`config.mk`:
```
export PLATFORM = sky130hd
export DESIGN_NAME = ctsc_divider
export DESIGN_NICKNAME = d
export VERILOG_FILES = /design/src/hw/rtl/ctsc_divider.sv
export SDC_FILE = /design/constraint.sdc
export NUM_CORES = 1
export LEC_CHECK = 0
export BUFFER_PORTS_ARGS = -buffer_cell sky130_fd_sc_hd__buf_4
export CAP_MARGIN = 20
export CORE_ASPECT_RATIO = 1.4
export CORE_MARGIN = 4
export CORE_UTILIZATION = 51
export CTS_BUF_LIST = sky130_fd_sc_hd__clkbuf_4
export CTS_CLUSTER_DIAMETER = 100
export CTS_CLUSTER_SIZE = 28
export DETAILED_ROUTE_END_ITERATION = 16
export PLACE_DENSITY = 0.79
export SYNTH_ARGS = -nofsm -noshare
export SYNTH_HDL_FRONTEND = slang
export SYNTH_SLANG_ARGS = --single-unit
```
`constraint.sdc`:
```
create_clock -name clk -period 7.1 [get_ports clk]
set_input_delay 0.355 -clock clk [delete_from_list [all_inputs] [get_ports clk]]
set_output_delay 0.355 -clock clk [all_outputs]
set_load 0.01 [all_outputs]
```
`src/hw/rtl/ctsc_divider.sv`:
```
// Radix-2 restoring divider, one quotient bit per cycle.
// Depends on nothing but its parameters.
module ctsc_divider #(
    parameter int DIVIDEND_BITS = 79,
    parameter int DIVISOR_BITS  = 64,
    parameter int QUOTIENT_BITS = 15
) (
    input  logic                     clk,
    input  logic                     rst_n,
    input  logic                     start,
    input  logic [DIVIDEND_BITS-1:0] dividend,
    input  logic [DIVISOR_BITS-1:0]  divisor,
    output logic                     done,
    output logic [QUOTIENT_BITS-1:0] quotient
);

    localparam int CW = $clog2(DIVIDEND_BITS + 1);

    logic [DIVIDEND_BITS-1:0] num_reg, num_next;
    logic [DIVISOR_BITS-1:0]  den_reg, den_next;
    logic [DIVISOR_BITS-1:0]  rem_reg, rem_next;
    logic [QUOTIENT_BITS-1:0] quo_reg, quo_next;
    logic [CW-1:0]            cnt_reg, cnt_next;
    logic                     run_reg, run_next;
    logic                     done_reg, done_next;
    logic [DIVISOR_BITS:0]    trial;
    logic                     fits;

    // remainder stays below the divisor, so one extra bit holds the trial
    assign trial = {rem_reg, num_reg[DIVIDEND_BITS-1]};
    assign fits  = trial >= {1'b0, den_reg};

    always_comb
    begin
        num_next  = num_reg;
        den_next  = den_reg;
        rem_next  = rem_reg;
        quo_next  = quo_reg;
        cnt_next  = cnt_reg;
        run_next  = run_reg;
        done_next = 1'b0;
        if (start)
        begin
            num_next = dividend;
            den_next = divisor;
            rem_next = '0;
            quo_next = '0;
            cnt_next = CW'(DIVIDEND_BITS - 1);
            run_next = 1'b1;
        end
        else if (run_reg)
        begin
            num_next = num_reg << 1;
            rem_next = fits ? DIVISOR_BITS'(trial - {1'b0, den_reg})
                            : trial[DIVISOR_BITS-1:0];
            quo_next = {quo_reg[QUOTIENT_BITS-2:0], fits};
            cnt_next = cnt_reg - 1'b1;
            if (cnt_reg == '0)
            begin
                run_next  = 1'b0;
                done_next = 1'b1;
            end
        end
    end

    always_ff @(posedge clk or negedge rst_n)
    begin
        if (!rst_n)
        begin
            run_reg  <= 1'b0;
            done_reg <= 1'b0;
            cnt_reg  <= '0;
        end
        else
        begin
            run_reg  <= run_next;
            done_reg <= done_next;
            cnt_reg  <= cnt_next;
        end
    end

    always_ff @(posedge clk)
    begin
        num_reg <= num_next;
        den_reg <= den_next;
        rem_reg <= rem_next;
        quo_reg <= quo_next;
    end

    assign done     = done_reg;
    assign quotient = quo_reg;

endmodule

```
==> run_results.csv <==
group,metric,value,unit
outcome,outcome,"finished, final reports clean",
placement,dp_cells,1750,
synthesis,synth_area_leaders,"edfxtp_1 33%, dfxtp_1 12%, mux2_2 6.7%",
clocking,clk-insertion-delay-late,0.72,ns
timing,whs,0.221,ns
timing,relSlewSlack,40.1,%
detailed_routing,via_per_inst,5.80,
global_routing,grt_pass1_vias,11369,
timing,rsz0062_at_grt,"no",
synthesis,synth_cell_types,76,
timing,maxSlewViolCount,0,
synthesis,ys_warn_count,0,
floorplan,die_h,198,microns
power_and_ir_drop,p_per_area,289,nW/um^2
clocking,cts_buffers,12,
critical_path,critPathTopFamily,"compound AO/OA/AOI/OAI gates",
cells_and_area,nets,1804,
flow_run,max-cap-violations,0,
placement,dp_hpwl,23.3,mm
detailed_routing,drtAntennaViolNets,0,
clocking,cts_tree,"built",
critical_path,rr_startpoint,"den_reg[2]",
power_and_ir_drop,pwr-share-comb,49.4,%
clocking,cts_root_buf,"clkbuf_4",
power_and_ir_drop,vdd.ir_drop.worst,0.184,mV
synthesis,ys_ff_latch,231,
power_and_ir_drop,seq_power_share,39.2,%
critical_path,required,7.70,ns
cells_and_area,multiInputGateArea,6450,sq um
critical_path,endpoint_kind,"register",
critical_path,cp_max_fo,47,
cells_and_area,seqCellArea,6100,sq um
power_and_ir_drop,clockPowerShare,11.4,%
detailed_routing,wl_per_cell,18.1,microns
floorplan,start_util,51.8,%
synthesis,synth_top_area_share,32.7,%
placement,portBuffers,161,
clocking,cts_resized,0,
power_and_ir_drop,p_sw,1.93,mW
global_routing,grt.overflow.total,0,
detailed_routing,drc,0,
power_and_ir_drop,power.leakage,6.99,nW
detailed_routing,routed_wl,34.8,mm
worst_hold_path,worst_hold_path_type,"in2reg",
clocking,post_cts_buffers,0,
worst_hold_path,min_from,"start",
clocking,h-tree-depth,1,
global_routing,track_usage,23.9,%
power_and_ir_drop,internal_power,2.74,mW
timing,timing.final.crit_share,57.4,%
floorplan,rows,69,
timing,finalHoldViolCount,0,
placement,place.gp.congestion,0.959,
synthesis,async_flop_share,3.90,%
cells_and_area,fill_cells,2023,
floorplan,io_pins,162,
synthesis,synth_fp_nets,1542,
floorplan,fp.dieArea,28500,sq um
critical_path,worstPathArrival,4.67,ns
synthesis,synth_edf_count,143,
critical_path,path_cells,"inv_1 > ha_1 > o21ai_1 > a21oi_2 > o311ai_1 > a2111oi_4 > o211ai_2 > a21oi_2 > o211a_4 > nor2_4 > buf_4 > o21ai_1 > a2111oi_1",
critical_path,worstSetupStartpoint,"den_reg[2]",
synthesis,synth_ff_type,"edfxtp_1",
power_and_ir_drop,swShare,41.4,%
timing,period_needed,4.07,ns
cells_and_area,largest_reg_flops,79,
timing,tns,0,ns
critical_path,critical_path_class,"reg2reg",
clocking,clkSinkCount,231,
clocking,clk_pin_slew,0.28,ns
critical_path,cpPeakStageDelay,0.56,ns
global_routing,grt_pass1_wl,55.9,mm
timing,setup_viol,0,
critical_path,path_buf_inv,2,
timing,finalClockSkew,0.0834,ns
detailed_routing,dr_total_vias,11122,
power_and_ir_drop,power,4.67,mW
critical_path,critPathLaunchType,"register",
synthesis,synth_cells,1329,
clocking,hold_buffers,145,
floorplan,core-area,25400,sq um
detailed_routing,drt-pass1-iter-count,5,
placement,dpl_cell_area,14500,sq um
critical_path,slowest_stage,"o311ai_1",
timing,fmax,246,MHz
cells_and_area,stdcell_count,1918,
synthesis,syn_area,13100,sq um
timing,worst_pin_slew,0.898,ns
synthesis,avgSynthCellArea,9.89,sq um
cells_and_area,area_growth,23.0,%
global_routing,grt_max_degree,82,
synthesis,seq_area_frac_synth,46.4,%
clocking,clock_path_buffers,3,
floorplan,die_w,144,microns
cells_and_area,postLayoutCellArea,16200,sq um
cells_and_area,drive_above_1_share,17.9,%
synthesis,synth_top_cell_by_area,"edfxtp_1",
detailed_routing,drt-initial-drc-count,695,
global_routing,antenna_found_initial,3,
==> cell usage after synthesis (5+ instances only) <==
| library cell | count |
|---|---|
| xnor2_1 | 28 |
| nand2_1 | 166 |
| mux2_2 | 78 |
| and3_1 | 10 |
| or3_1 | 11 |
| a21o_1 | 28 |
| a211oi_1 | 7 |
| nand4_1 | 21 |
| nand2b_1 | 12 |
| o211ai_1 | 7 |
| o21ai_1 | 5 |
| ha_1 | 66 |
| a311oi_1 | 51 |
| a21oi_1 | 86 |
| edfxtp_1 | 143 |
| o21ai_0 | 53 |
| nor3_1 | 14 |
| o21a_1 | 14 |
| nor2_1 | 118 |
| inv_1 | 85 |
| and4_1 | 5 |
| dfrtp_1 | 9 |
| o31ai_1 | 6 |
| nor4_1 | 6 |
| mux2i_1 | 18 |
| o21bai_1 | 9 |
| xor2_1 | 23 |
| nand3_1 | 21 |
| clkbuf_1 | 49 |
| buf_4 | 6 |
| and2_1 | 7 |
| dfxtp_1 | 79 |
| nor2b_1 | 11 |
==> routing by layer <==
metal	GRT usage (%)	routed length, microns	vias to the layer above
met5	0	20	-
met4	8.76	1320	2
met2	43.2	17700	383
li1	-	-	5351
met1	28.4	13500	5292
met3	3.91	2170	94
==> worst reg2reg max path, cell delays in order (launching register included) <==
cell,delay [ns]
edfxtp_1,0.40
inv_1,0.05
ha_1,0.36
o21ai_1,0.17
a21oi_2,0.09
o311ai_1,0.56
a2111oi_4,0.19
o211ai_2,0.26
a21oi_2,0.13
o211a_4,0.29
nor2_4,0.37
buf_4,0.56
o21ai_1,0.15
a2111oi_1,0.40
==> stage by stage <==
stage	utilization (%)	worst slack, ns
final	63.7	3.03
after CTS	63.6	3.02
after global placement	57.2	3.22
after detailed placement	57.2	3.07
after global routing	63.7	2.65
after floorplan	-	4.10
==> placed cells by master (no fill, tap or decap), drive strengths merged, types with 10 or more instances in the layout <==
master and instances:
nand4 21, nor2b 11, nand2b 12, dlygate4sd3 145
o21ai 58, and3 10, xor2 23, edfxtp 143
ha 66, a21o 28, xnor2 28, mux2i 18
dfxtp 79, a21oi 88, inv 86, o21a 14
mux2 78, clkbuf 19, nand2 167, nor3 14
nand3 22, a311oi 51, or3 11, nor2 119
buf 166
==> final timing paths <==
path                       slack [ns]           to  cells after the start
min in group asynchronous        0.62   cnt_reg[6]                      3
max in group asynchronous        6.16      run_reg                      3
hold reg to reg                  0.49  rem_reg[35]                      2
setup reg to reg                 3.03  rem_reg[60]                     13
hold / removal                   0.22  quotient[1]                      2
setup / recovery                 3.03  rem_reg[60]                     13
==> layout make-up <==
cell class              instances  share of cell area (%)
repair buffers                312                    16.9
multi-input cells             949                    39.9
flip-flops and latches        231                    37.7
diodes                          2                  0.0309
clock inverters                 2                   0.147
well taps                     319                    2.47
inverters                      85                    1.97
clock buffers                  18                   0.836
==> kinds of logic (layout without fill, tap and decap cells) <==
kind of cell	Yosys count	in the layout	share of synthesized area (%)
and+or+nand+nor	418	418	14.6
adders and majority gates	67	67	6.43
AOI/OAI and AO/OA	317	317	16.6
buffers and inverters	149	417	4.58
DFF	231	231	46.4
muxes	96	96	8.05
xor gates and xnor gates	51	51	3.40
other	0	2	0
==> power by group through the flow <==
stage                     registers, mW  logic (mW)  clock network [mW]
after floorplan                    1.81        1.73                   0
after global placement             1.84        2.16                   0
after detailed placement           1.85        2.21                   0
after CTS                          1.82        2.28               0.550
after global routing               1.86        2.56               0.594
final                              1.83        2.31               0.533
Note: power is estimated with default switching activity, not from simulation.
